`src/rtl/lcdseq_pkg.sv`:
```
// Shared types, codes and the power-up table for the character LCD nibble sequencer.
package lcdseq_pkg;

  typedef enum logic [2:0] {
    CMD_INIT   = 3'd0,
    CMD_BYTE   = 3'd1,
    CMD_CHAR   = 3'd2,
    CMD_CLEAR  = 3'd3,
    CMD_HOME   = 3'd4,
    CMD_CURSOR = 3'd5
  } cmd_code_t;

  typedef enum logic [2:0] {
    WAIT_SETTLE,
    WAIT_LONG_CMD,
    WAIT_POWERUP,
    WAIT_WAKE1,
    WAIT_WAKE2
  } wait_code_t;

  typedef enum logic [1:0] {
    ST_IDLE,
    ST_INIT,
    ST_HI,
    ST_LO
  } state_t;

  typedef enum logic [1:0] {
    SRC_INIT,
    SRC_HI,
    SRC_LO
  } src_t;

  typedef enum logic [1:0] {
    KIND_NONE,
    KIND_INIT,
    KIND_BYTE
  } kind_t;

  localparam int unsigned StepW = 4;
  localparam logic [StepW-1:0] INIT_LAST_STEP = 4'd12;

  localparam logic [7:0] ROW1_BASE   = 8'h80;
  localparam logic [7:0] ROW2_BASE   = 8'hC0;
  localparam logic [7:0] BYTE_CLEAR  = 8'h01;
  localparam logic [7:0] BYTE_HOME   = 8'h02;
  localparam logic [1:0] ROW_FIRST   = 2'd1;
  localparam logic [1:0] ROW_SECOND  = 2'd2;

  typedef struct packed {
    logic             capture;
    logic             load;
    src_t             src;
    logic [StepW-1:0] step;
    logic             last;
  } ctrl_cmd_t;

  typedef struct packed {
    kind_t kind;
    logic  slot_free;
  } dp_status_t;

  typedef struct packed {
    logic       strobe;
    logic [3:0] nibble;
    wait_code_t wait_code;
  } init_entry_t;

  function automatic logic [15:0] wait_value(wait_code_t code);
    logic [15:0] v;
    unique case (code)
      WAIT_SETTLE:   v = 16'd100;
      WAIT_LONG_CMD: v = 16'd2100;
      WAIT_POWERUP:  v = 16'd40000;
      WAIT_WAKE1:    v = 16'd5100;
      WAIT_WAKE2:    v = 16'd250;
      default:       v = 16'd100;
    endcase
    return v;
  endfunction

  // Power-up wait, wake-up nibbles, then 0x28, 0x0E, 0x01, 0x06.
  function automatic init_entry_t init_entry(logic [StepW-1:0] step);
    init_entry_t e;
    e = '{strobe: 1'b1, nibble: 4'h0, wait_code: WAIT_SETTLE};
    unique case (step)
      4'd0:    e = '{strobe: 1'b0, nibble: 4'h0, wait_code: WAIT_POWERUP};
      4'd1:    e.nibble = 4'h3;
      4'd2:    e.nibble = 4'h3;
      4'd3:    e.nibble = 4'h3;
      4'd4:    e.nibble = 4'h2;
      4'd5:    e.nibble = 4'h2;
      4'd6:    e.nibble = 4'h8;
      4'd7:    e.nibble = 4'h0;
      4'd8:    e.nibble = 4'hE;
      4'd9:    e.nibble = 4'h0;
      4'd10:   e.nibble = 4'h1;
      4'd11:   e.nibble = 4'h0;
      4'd12:   e.nibble = 4'h6;
      default: e.nibble = 4'h0;
    endcase
    if (step == 4'd1) e.wait_code = WAIT_WAKE1;
    if (step == 4'd2) e.wait_code = WAIT_WAKE2;
    if (step == 4'd10) e.wait_code = WAIT_LONG_CMD;
    return e;
  endfunction

endpackage

```
`src/rtl/lcdseq_dp.sv`:
```
// Datapath: request decode, captured byte, and the result register.
module lcdseq_dp (
  input  logic                  clk,
  input  logic                  rst,
  input  logic [2:0]            command,
  input  logic [7:0]            value,
  input  logic [1:0]            row,
  input  logic [7:0]            column,
  input  lcdseq_pkg::ctrl_cmd_t cmd,
  output lcdseq_pkg::dp_status_t st,
  input  logic                  res_ready,
  output logic                  res_valid,
  output logic                  strobe_res,
  output logic                  reg_select,
  output logic [3:0]            nibble,
  output logic [15:0]           wait_us,
  output logic                  last
);

  logic [7:0] byte_q, byte_next;
  logic       rs_q, rs_next;
  logic       long_q, long_next;
  logic [7:0] addr;

  logic                    strobe_next, rsel_next;
  logic [3:0]              nibble_next;
  logic [15:0]             wait_next;
  lcdseq_pkg::init_entry_t ent;

  assign addr = column - 8'd1;

  always_comb begin
    byte_next    = value;
    rs_next      = 1'b0;
    long_next    = 1'b0;
    st.kind      = lcdseq_pkg::KIND_NONE;
    st.slot_free = !res_valid || res_ready;
    unique case (lcdseq_pkg::cmd_code_t'(command))
      lcdseq_pkg::CMD_INIT: begin
        st.kind = lcdseq_pkg::KIND_INIT;
      end
      lcdseq_pkg::CMD_BYTE: begin
        st.kind = lcdseq_pkg::KIND_BYTE;
      end
      lcdseq_pkg::CMD_CHAR: begin
        st.kind = lcdseq_pkg::KIND_BYTE;
        rs_next = 1'b1;
      end
      lcdseq_pkg::CMD_CLEAR: begin
        st.kind   = lcdseq_pkg::KIND_BYTE;
        byte_next = lcdseq_pkg::BYTE_CLEAR;
        long_next = 1'b1;
      end
      lcdseq_pkg::CMD_HOME: begin
        st.kind   = lcdseq_pkg::KIND_BYTE;
        byte_next = lcdseq_pkg::BYTE_HOME;
        long_next = 1'b1;
      end
      lcdseq_pkg::CMD_CURSOR: begin
        if (row == lcdseq_pkg::ROW_FIRST) begin
          st.kind   = lcdseq_pkg::KIND_BYTE;
          byte_next = addr | lcdseq_pkg::ROW1_BASE;
        end else if (row == lcdseq_pkg::ROW_SECOND) begin
          st.kind   = lcdseq_pkg::KIND_BYTE;
          byte_next = addr | lcdseq_pkg::ROW2_BASE;
        end
      end
      default: begin
        st.kind = lcdseq_pkg::KIND_NONE;
      end
    endcase
  end

  always_comb begin
    ent         = lcdseq_pkg::init_entry(cmd.step);
    strobe_next = 1'b1;
    rsel_next   = rs_q;
    nibble_next = byte_q[7:4];
    wait_next   = lcdseq_pkg::wait_value(lcdseq_pkg::WAIT_SETTLE);
    unique case (cmd.src)
      lcdseq_pkg::SRC_INIT: begin
        strobe_next = ent.strobe;
        rsel_next   = 1'b0;
        nibble_next = ent.nibble;
        wait_next   = lcdseq_pkg::wait_value(ent.wait_code);
      end
      lcdseq_pkg::SRC_HI: begin
        nibble_next = byte_q[7:4];
      end
      lcdseq_pkg::SRC_LO: begin
        nibble_next = byte_q[3:0];
        if (long_q) wait_next = lcdseq_pkg::wait_value(lcdseq_pkg::WAIT_LONG_CMD);
      end
      default: begin
        nibble_next = byte_q[7:4];
      end
    endcase
  end

  always_ff @(posedge clk) begin
    if (cmd.capture) begin
      byte_q <= byte_next;
      rs_q   <= rs_next;
      long_q <= long_next;
    end
    if (cmd.load) begin
      strobe_res <= strobe_next;
      reg_select <= rsel_next;
      nibble     <= nibble_next;
      wait_us    <= wait_next;
      last       <= cmd.last;
    end
  end

  always_ff @(posedge clk) begin
    if (rst) begin
      res_valid <= 1'b0;
    end else if (cmd.load) begin
      res_valid <= 1'b1;
    end else if (res_ready) begin
      res_valid <= 1'b0;
    end
  end

endmodule

```
`src/rtl/lcdseq_ctrl.sv`:
```
// Controller: sequences init steps and high/low nibble writes.
module lcdseq_ctrl (
  input  logic                   clk,
  input  logic                   rst,
  input  logic                   req_valid,
  output logic                   req_ready,
  input  lcdseq_pkg::dp_status_t st,
  output lcdseq_pkg::ctrl_cmd_t  cmd
);

  lcdseq_pkg::state_t state, state_next;
  logic [lcdseq_pkg::StepW-1:0] step, step_next;
  logic accept;

  assign req_ready = (state == lcdseq_pkg::ST_IDLE);
  assign accept    = req_valid && req_ready;

  always_ff @(posedge clk) begin
    if (rst) begin
      state <= lcdseq_pkg::ST_IDLE;
      step  <= '0;
    end else begin
      state <= state_next;
      step  <= step_next;
    end
  end

  // next state
  always_comb begin
    state_next = state;
    step_next  = step;
    unique case (state)
      lcdseq_pkg::ST_IDLE: begin
        step_next = '0;
        if (accept) begin
          if (st.kind == lcdseq_pkg::KIND_INIT) state_next = lcdseq_pkg::ST_INIT;
          else if (st.kind == lcdseq_pkg::KIND_BYTE) state_next = lcdseq_pkg::ST_HI;
        end
      end
      lcdseq_pkg::ST_INIT: begin
        if (st.slot_free) begin
          if (step == lcdseq_pkg::INIT_LAST_STEP) begin
            state_next = lcdseq_pkg::ST_IDLE;
            step_next  = '0;
          end else begin
            step_next = step + 1'b1;
          end
        end
      end
      lcdseq_pkg::ST_HI: begin
        if (st.slot_free) state_next = lcdseq_pkg::ST_LO;
      end
      lcdseq_pkg::ST_LO: begin
        if (st.slot_free) state_next = lcdseq_pkg::ST_IDLE;
      end
      default: begin
        state_next = lcdseq_pkg::ST_IDLE;
      end
    endcase
  end

  // outputs
  always_comb begin
    cmd.capture = accept;
    cmd.load    = 1'b0;
    cmd.src     = lcdseq_pkg::SRC_INIT;
    cmd.step    = step;
    cmd.last    = 1'b0;
    unique case (state)
      lcdseq_pkg::ST_IDLE: begin
        cmd.load = 1'b0;
      end
      lcdseq_pkg::ST_INIT: begin
        cmd.load = st.slot_free;
        cmd.last = (step == lcdseq_pkg::INIT_LAST_STEP);
      end
      lcdseq_pkg::ST_HI: begin
        cmd.load = st.slot_free;
        cmd.src  = lcdseq_pkg::SRC_HI;
      end
      lcdseq_pkg::ST_LO: begin
        cmd.load = st.slot_free;
        cmd.src  = lcdseq_pkg::SRC_LO;
        cmd.last = 1'b1;
      end
      default: begin
        cmd.load = 1'b0;
      end
    endcase
  end

  a_load_has_room: assert property (@(posedge clk) disable iff (rst)
    cmd.load |-> st.slot_free) else $error("load into an occupied result register");

  a_lo_is_last: assert property (@(posedge clk) disable iff (rst)
    (state == lcdseq_pkg::ST_LO && st.slot_free) |=> !req_ready || $past(cmd.last))
    else $error("low nibble not flagged last");

  a_init_ends: assert property (@(posedge clk) disable iff (rst)
    (state == lcdseq_pkg::ST_INIT && step == lcdseq_pkg::INIT_LAST_STEP && st.slot_free)
    |=> state == lcdseq_pkg::ST_IDLE) else $error("init did not end after last step");

  a_step_range: assert property (@(posedge clk) disable iff (rst)
    state == lcdseq_pkg::ST_INIT |-> step <= lcdseq_pkg::INIT_LAST_STEP)
    else $error("init step out of range");

endmodule

```
`src/rtl/char_lcd_nibble_sequencer_top.sv`:
```
// Top level of the character LCD 4-bit nibble sequencer.
// Each request transfer (command, value, row, column) becomes a run of
// nibble-write results for an HD44780-style display on a 4-bit bus; one
// result leaves per cycle while res_ready is high. A request yields 2
// results for byte-type commands and 13 for init. The controller's step
// counter walks the 13-entry power-up table for init; byte commands go out
// as high nibble then low nibble. The block handles one request at a time:
// req_ready is high only while the controller is idle. Set cursor with a
// row other than 1 or 2, and command codes 6 and 7, produce no results.
// last marks the final result of each request. wait_us is the settle time
// the display needs after that write.
module char_lcd_nibble_sequencer_top (
  input  logic        clk,
  input  logic        rst,
  input  logic        req_valid,
  output logic        req_ready,
  input  logic [2:0]  command,
  input  logic [7:0]  value,
  input  logic [1:0]  row,
  input  logic [7:0]  column,
  output logic        res_valid,
  input  logic        res_ready,
  output logic        strobe_res,
  output logic        reg_select,
  output logic [3:0]  nibble,
  output logic [15:0] wait_us,
  output logic        last
);

  lcdseq_pkg::ctrl_cmd_t  cmd;
  lcdseq_pkg::dp_status_t st;

  // Controller: accepts requests, steps through the sequence.
  lcdseq_ctrl u_ctrl (
    .clk       (clk),
    .rst       (rst),
    .req_valid (req_valid),
    .req_ready (req_ready),
    .st        (st),
    .cmd       (cmd)
  );

  // Datapath: decodes the request and holds the result register.
  lcdseq_dp u_dp (
    .clk        (clk),
    .rst        (rst),
    .command    (command),
    .value      (value),
    .row        (row),
    .column     (column),
    .cmd        (cmd),
    .st         (st),
    .res_ready  (res_ready),
    .res_valid  (res_valid),
    .strobe_res (strobe_res),
    .reg_select (reg_select),
    .nibble     (nibble),
    .wait_us    (wait_us),
    .last       (last)
  );

endmodule

```
`config.mk`:
```
export PLATFORM = sky130hd
export DESIGN_NAME = char_lcd_nibble_sequencer_top
export DESIGN_NICKNAME = d
export VERILOG_FILES = /design/src/rtl/lcdseq_pkg.sv /design/src/rtl/lcdseq_dp.sv /design/src/rtl/lcdseq_ctrl.sv /design/src/rtl/char_lcd_nibble_sequencer_top.sv
export SDC_FILE = /design/constraint.sdc
export NUM_CORES = 1
export LEC_CHECK = 0
export BUFFER_PORTS_ARGS = -buffer_cell sky130_fd_sc_hd__buf_4
export CORE_ASPECT_RATIO = 1.25
export CORE_UTILIZATION = 25
export CTS_CLUSTER_DIAMETER = 50
export DETAILED_ROUTE_END_ITERATION = 16
export PLACE_DENSITY_LB_ADDON = 0.12
export SLEW_MARGIN = 20
export SYNTH_ARGS = -nofsm -noshare
export SYNTH_HDL_FRONTEND = slang
export SYNTH_SLANG_ARGS = --single-unit
export TNS_END_PERCENT = 10
```
`constraint.sdc`:
```
create_clock -name clk -period 3.9 [get_ports clk]
set_input_delay 0.78 -clock clk [delete_from_list [all_inputs] [get_ports clk]]
set_output_delay 0.78 -clock clk [all_outputs]
set_load 0.05 [all_outputs]
```
==> impl_metrics.csv, run 1 <==
group,metric,value,unit
global_route,grt_pass1_vias,1349,
pwr,power,0.00180,W
routing,vias,1443,
min_path,holdPathStages,2,
floorplanning,die-area,7840,sq um
synth,async_flop_share,0,
sta,tightest_slew,743,ps
sta,fin_setup_tns,0,ps
sta,fmax,406,MHz
synth,synth_compound_gate_area_share,0.173,
clock_network,clkTransAtPathRegs,70,ps
place,port-buffer-count,45,
routing,drt_iter0_drc,60,
critical_path,crit_buf_inv,2,
place,dp_hpwl,2880,um
critical_path,worst-r2r-cell-count,3,
global_route,grt_remaining_overflow,0,
global_route,grt_max_degree,24,
sta,layout_min_cycle_time,2470,ps
floorplanning,initial_core_util,0.264,
place,dpl_cell_area,2250,sq um
clock_network,clkSinkCount,34,
critical_path,r2r_start,"u_ctrl.state[1]",
pwr,combPwrFrac,0.466,
routing,drtPass1Iterations,5,
clock_network,cts_setup_buffers,0,
pwr,power_leakage,0.928,nW
critical_path,path_max_fanout,2,
clock_network,post_cts_resized,0,
critical_path,r2r_end,"u_dp.nibble[2]",
layout,diodes,0,
pwr,powerDensity,763,nW/um^2
sta,min_period_over_period,0.632,
layout,drive_above_1_share,0.249,
floorplanning,core-area,7100,sq um
clock_network,clock_latency,280,ps
pwr,seqPwrFrac,0.365,
sta,skew,4.15,ps
routing,drc_errors,0,
global_route,grt_util_met1,0.127,
layout,instances_no_fill,315,
clock_network,cts_buffers,5,
synth,ys_types,44,
sta,slew-limit-headroom,0.504,
routing,antenna_left,0,
min_path,min_from,"u_ctrl.step[1]",
critical_path,arrival,2670,ps
flow_run,drv_cap,0,
sta,rsz0062_at_grt,"false",
global_route,antenna_found_initial,0,
clock_network,ctsHtreeMaxLevel,2,
clock_network,hold_buffers,0,
synth,synth_flop_cell,"edfxtp_1",
layout,fin_nets,258,
global_route,globalRouteMet2Util,0.176,
critical_path,crit_chain,"buf_4, inv_1, ha_1, a21o_1, a21o_1, ha_1, or4b_1, o21ai_0, a21oi_1, a211oi_1",
sta,setup_viol,0,
synth,synth-xor-area-share,0.0187,
synth,yosysWarnings,0,
synth,synth_fa_ha_area_frac,0.0534,
critical_path,slowest_stage,"or4b_1",
pwr,power.share.clock,0.169,
global_route,grt-busiest-layer,"met2",
synth,syn_area_per_cell,10.0,sq um
floorplanning,die_w,79.4,um
clock_network,clockBufferDepth,2,
synth,synth_mux_area_frac,0.0220,
layout,final.fill_count,768,
synth,synthCells,187,
critical_path,rrSetupSlack,2150,ps
critical_path,startpoint_type,"input port",
critical_path,critical-path-max-stage-delay,450,ps
sta,finalHoldViolations,0,
synth,synth_top_family_by_area,"compound AO/OA/AOI/OAI gates",
synth,synth_edf_count,27,
pwr,vdd_drop_max,332,uV
outcome,status,"finished clean",
min_path,worstHoldEndpoint,"u_ctrl.step[1]",
global_route,met3_usage,0.0231,
floorplanning,num_rows,34,
pwr,p_switching,0.000798,W
routing,avgViaCountPerCell,4.58,
synth,synth_area,1870,sq um
synth,synth.ff_latch_count,34,
clock_network,cts_tree,"done",
routing,drt-total-wl,3800,um
global_route,gr-usage-all-layers,0.105,
global_route,grt_pass1_wl,6350,um
critical_path,cp_top_family,"compound AO/OA/AOI/OAI gates",
pwr,swShare,0.444,
layout,fin_area,2350,sq um
min_path,hp-class,"register to register",
critical_path,endpoint_kind,"register",
synth,yosys.area_share.simple,0.144,
sta,drv_slew,0,
critical_path,cp.required,4100,ps
clock_network,clockRootBuffer,"clkbuf_8",
synth,yosysSeqAreaShare,0.508,
sta,hold_ws,531,ps
place,place_congestion,0.708,
floorplanning,die_height,98.8,um
pwr,p_int,0.000999,W
place,dp_cells,308,
routing,avgRoutedWirePerCell,12.1,um
layout,area_delta_synth_final,25.7,%
critical_path,critical_path_class,"input port to register",
floorplanning,io_pins,50,
## flip-flops by register name, indices dropped and copies added (netlist names)
name and flops:
u_dp.wait_us 10, u_dp.byte_q 8, u_ctrl.step 4, u_dp.nibble 4, u_ctrl.state 2, u_dp.last 1, u_dp.long_q 1, u_dp.reg_select 1
u_dp.res_valid 1, u_dp.rs_q 1, u_dp.strobe_res 1
## metal layers
metal,wire [um],part of all wire
met1,1680,0.44
met2,1850,0.49
met3,203,0.053
met4,65,0.017
met5,0,0
## power groups by stage
| stage | combinational [W] | clock, W | sequential, W |
|---|---|---|---|
| global placement | 0.000847 | 0 | 0.000667 |
| detailed placement | 0.000847 | 0 | 0.000668 |
| finish | 0.000838 | 0.000303 | 0.000656 |
| CTS | 0.000849 | 0.000317 | 0.000660 |
| floorplan | 0.000354 | 0 | 0.000923 |
| global route | 0.000900 | 0.000328 | 0.000674 |
## layout by cell type (no fill, tap or decap), types with 2 or more instances in the layout
| master | n |
|---|---|
| nand2_1 | 8 |
| a211oi_1 | 2 |
| a21o_1 | 3 |
| nand4_1 | 2 |
| nor3_1 | 7 |
| nand3_1 | 6 |
| o211ai_1 | 2 |
| o21ai_0 | 13 |
| edfxtp_1 | 27 |
| and2_1 | 2 |
| nand2b_1 | 2 |
| a21oi_1 | 17 |
| a31oi_1 | 3 |
| conb_1 | 3 |
| inv_1 | 16 |
| nor2_1 | 11 |
| mux2i_1 | 3 |
| o2bb2ai_1 | 4 |
| xnor2_1 | 3 |
| buf_4 | 46 |
| nor2b_1 | 3 |
| dfxtp_1 | 7 |
| ha_1 | 8 |
| clkbuf_8 | 5 |
| nor3b_1 | 3 |
## worst max path at each step
| stage | start | to | slack (ps) | depth (start not counted) |
|---|---|---|---|---|
| after floorplan | row[0] | u_ctrl.state[1] | 1340 | 9 |
| after global placement | row[0] | u_ctrl.state[1] | 1140 | 10 |
| after detailed placement | row[0] | u_ctrl.state[1] | 1140 | 10 |
| after CTS | row[0] | u_ctrl.state[1] | 1430 | 10 |
| after global routing | row[0] | u_ctrl.state[1] | 1350 | 10 |
| final | row[0] | u_ctrl.state[1] | 1430 | 10 |
## cells in the mapped netlist (4+ instances only)
library cell | instances | area share
buf_4 | 6 | 0.024
o21ai_0 | 13 | 0.035
clkbuf_1 | 8 | 0.016
inv_1 | 16 | 0.032
dfxtp_1 | 7 | 0.075
nor2_1 | 11 | 0.022
nand2_1 | 8 | 0.016
ha_1 | 8 | 0.053
o2bb2ai_1 | 4 | 0.019
nand3_1 | 6 | 0.016
a21oi_1 | 17 | 0.045
edfxtp_1 | 27 | 0.43
nor3_1 | 7 | 0.019
## per-stage QoR
stage	worst slack, ps	utilization
after CTS	1430	0.331
final	1430	0.331
after global placement	1140	0.317
after floorplan	1340	-
after detailed placement	1140	0.317
after global routing	1350	0.331
## final cells by class
class / count / area [sq um] / share of cell area
Sequential cell: 34 / 951 / 0.404
Multi-Input combinational cell: 122 / 782 / 0.332
Timing Repair Buffer: 46 / 345 / 0.147
Tap cell: 90 / 113 / 0.0478
Clock buffer: 5 / 68.8 / 0.0292
Inverter: 16 / 60.1 / 0.0255
Clock inverter: 2 / 33.8 / 0.0144
## tightest hold or removal path: stages (launching register included)
cell and delay (ps):
dfxtp_1 350, nand2_1 80, a21oi_1 50
## logic make-up (layout without fill, tap and decap cells)
family | Yosys count | in the layout
XOR/XNOR | 4 | 4
other | 1 | 3
AND/OR/NAND/NOR | 51 | 51
multiplexers | 4 | 4
adder cells (fa/ha/maj) | 8 | 8
buffers and inverters | 33 | 69
flip-flops | 34 | 34
AO/OA/AOI/OAI | 52 | 52
No activity file was read; power rests on OpenSTA's default activity.
==> run 2, diff against run 1 <==
clock period = 2.1 ns   (was 3.9 ns; I/O delays follow)
==> run 2 against run 1 <==
Effect of this change:
- die area is the same
- clock skew about the same
- clock-buffer cell count is the same
- critical endpoint unchanged
==> impl_metrics.csv, run 2 (synthesized netlist as in run 1, its figures left out) <==
group,metric,value,unit
outcome,status,"finished clean",
floorplanning,core-area,7100,sq um
critical_path,crit_buf_inv,2,
sta,setup_viol,0,
clock_network,cts_setup_buffers,0,
critical_path,worst-r2r-cell-count,6,
clock_network,cts_buffers,5,
layout,fin_nets,265,
floorplanning,die-area,7840,sq um
pwr,powerDensity,1360,nW/um^2
sta,finalHoldViolations,0,
critical_path,cp_common_cell,"a21o_1",
place,port-buffer-count,45,
routing,drt_iter0_drc,54,
layout,layout_common_cells,"buf_4, edfxtp_1, a21oi_1, inv_1, o21ai_0",
routing,avgViaCountPerCell,4.55,
critical_path,critical-path-max-stage-delay,540,ps
floorplanning,die_height,98.8,um
routing,antenna_left,0,
clock_network,clkTransAtPathRegs,70,ps
routing,drc_errors,0,
critical_path,cp.depth,10,
pwr,swShare,0.459,
layout,area_delta_synth_final,28.5,%
critical_path,rrSetupSlack,430,ps
global_route,grt_max_degree,18,
critical_path,crit_start,"row[0]",
clock_network,cts_tree,"done",
critical_path,startpoint_type,"input port",
sta,min_period_over_period,0.955,
sta,setup_ws,94.0,ps
sta,slew-limit-headroom,0.629,
clock_network,clock_latency,280,ps
critical_path,crit_chain,"buf_4, inv_4, ha_4, a21o_1, a21o_1, ha_1, or4b_1, o21ai_2, a21oi_1, a211oi_1",
floorplanning,initial_core_util,0.264,
critical_path,critical_path_class,"input port to register",
clock_network,clockBufferDepth,2,
sta,skew,4.59,ps
layout,largest_reg_flops,10,
sta,drv_slew,0,
sta,tightest_slew,556,ps
clock_network,hold_buffers,0,
global_route,grt_remaining_overflow,0,
sta,fmax,499,MHz
pwr,p_int,0.00178,W
floorplanning,io_pins,50,
global_route,grt_pass1_wl,6540,um
layout,reg_top3,"u_dp.wait_us (10), u_dp.byte_q (8)",
sta,layout_min_cycle_time,2010,ps
pwr,seqPwrFrac,0.357,
pwr,p_switching,0.00151,W
sta,rsz0062_at_grt,"false",
min_path,hp-class,"input port to register",
layout,final_common_cell,"buf_4",
routing,drtPass1Iterations,4,
global_route,grt_pass1_vias,1389,
pwr,power_leakage,0.954,nW
critical_path,r2r_start,"u_ctrl.step[0]",
critical_path,slowest_stage,"or4b_1",
place,place_congestion,0.733,
sta,fin_setup_tns,0,ps
pwr,combPwrFrac,0.504,
critical_path,worst_setup_path_endpoint,"u_ctrl.state[1]",
place,dp_slack,-204,ps
layout,final.fill_count,761,
pwr,vdd_drop_max,683,uV
clock_network,ctsHtreeMaxLevel,2,
critical_path,arrival,2210,ps
pwr,power.share.clock,0.140,
clock_network,clkSinkCount,34,
global_route,gr-usage-all-layers,0.108,
critical_path,endpoint_kind,"register",
layout,drive_above_1_share,0.288,
critical_path,r2r_end,"u_dp.nibble[3]",
flow_run,drv_cap,0,
global_route,antenna_found_initial,0,
floorplanning,num_rows,34,
routing,vias,1470,
critical_path,path_max_fanout,2,
floorplanning,die_w,79.4,um
place,dp_hpwl,3060,um
layout,diodes,0,
clock_network,clockRootBuffer,"clkbuf_8",
routing,avgRoutedWirePerCell,11.9,um
routing,drt-total-wl,3860,um
critical_path,cp.required,2310,ps
layout,top_register,"u_dp.wait_us",
critical_path,cp_top_family,"compound AO/OA/AOI/OAI gates",
-- run 2: changes by cell type in the layout (fill, tap and decap cells not counted), sizes merged --
cell / change
buf: +7
bufinv: -1
clkinv: +1
clkinvlp: +1
-- run 2: metal layers --
| metal | vias to the layer above | wire [um] | GRT usage |
|---|---|---|---|
| met5 | - | 0 | 0 |
| met4 | 0 | 77 | 0.0503 |
| met3 | 6 | 218 | 0.0194 |
| met2 | 53 | 1880 | 0.186 |
| met1 | 655 | 1680 | 0.129 |
| li1 | 756 | - | - |
-- run 2: cell type report --
class	count	area, sq um	area share
Clock buffer	5	68.8	0.0286
Inverter	16	62.6	0.0260
Multi-Input combinational cell	122	798	0.332
Sequential cell	34	951	0.395
Clock inverter	3	16.3	0.00676
Tap cell	90	113	0.0468
Timing Repair Buffer	53	398	0.165
-- run 2: worst min path at each step --
stage,from,depth (start not counted),to
finish,rst,2,u_dp.res_valid
global route,rst,2,u_ctrl.state[0]
CTS,rst,2,u_ctrl.state[0]
detailed placement,u_ctrl.step[1],2,u_ctrl.step[1]
global placement,u_ctrl.step[1],2,u_ctrl.step[1]
floorplan,u_ctrl.step[1],2,u_ctrl.step[1]
-- run 2: stage by stage --
stage           util  power [W]  cells  hold WS (ps)  cell area, sq um
3_5_place_dp   0.326    0.00286    315           522              2320
4_1_cts        0.338    0.00333    323           344              2400
2_1_floorplan      -    0.00237    189           491              1900
5_1_grt        0.339    0.00348    323           354              2410
6_report       0.339    0.00328    323           354              2410
3_3_place_gp   0.326    0.00285    315           524              2320
-- run 2: power groups by stage --
stage	registers, W	logic (W)	clock network (W)
after floorplan	0.00171	0.000660	0
after global placement	0.00120	0.00166	0
after detailed placement	0.00119	0.00166	0
after CTS	0.00118	0.00167	0.000484
after global routing	0.00120	0.00177	0.000506
final	0.00117	0.00165	0.000459
-- run 2: repair_timing --
item	CTS	global route
resized for setup	0	1
endpoints found under the setup margin	0	2
hold endpoints to repair	0	0
-- run 2: worst reg2reg max path, delay by kind of cell, from the launching register on --
kind / cells / cell delay (ps)
AOI/OAI and AO/OA: 2 / 370
adders and majority gates: 1 / 320
buffers and inverters: 2 / 240
DFF: 1 / 430
and+or+nand+nor: 1 / 50
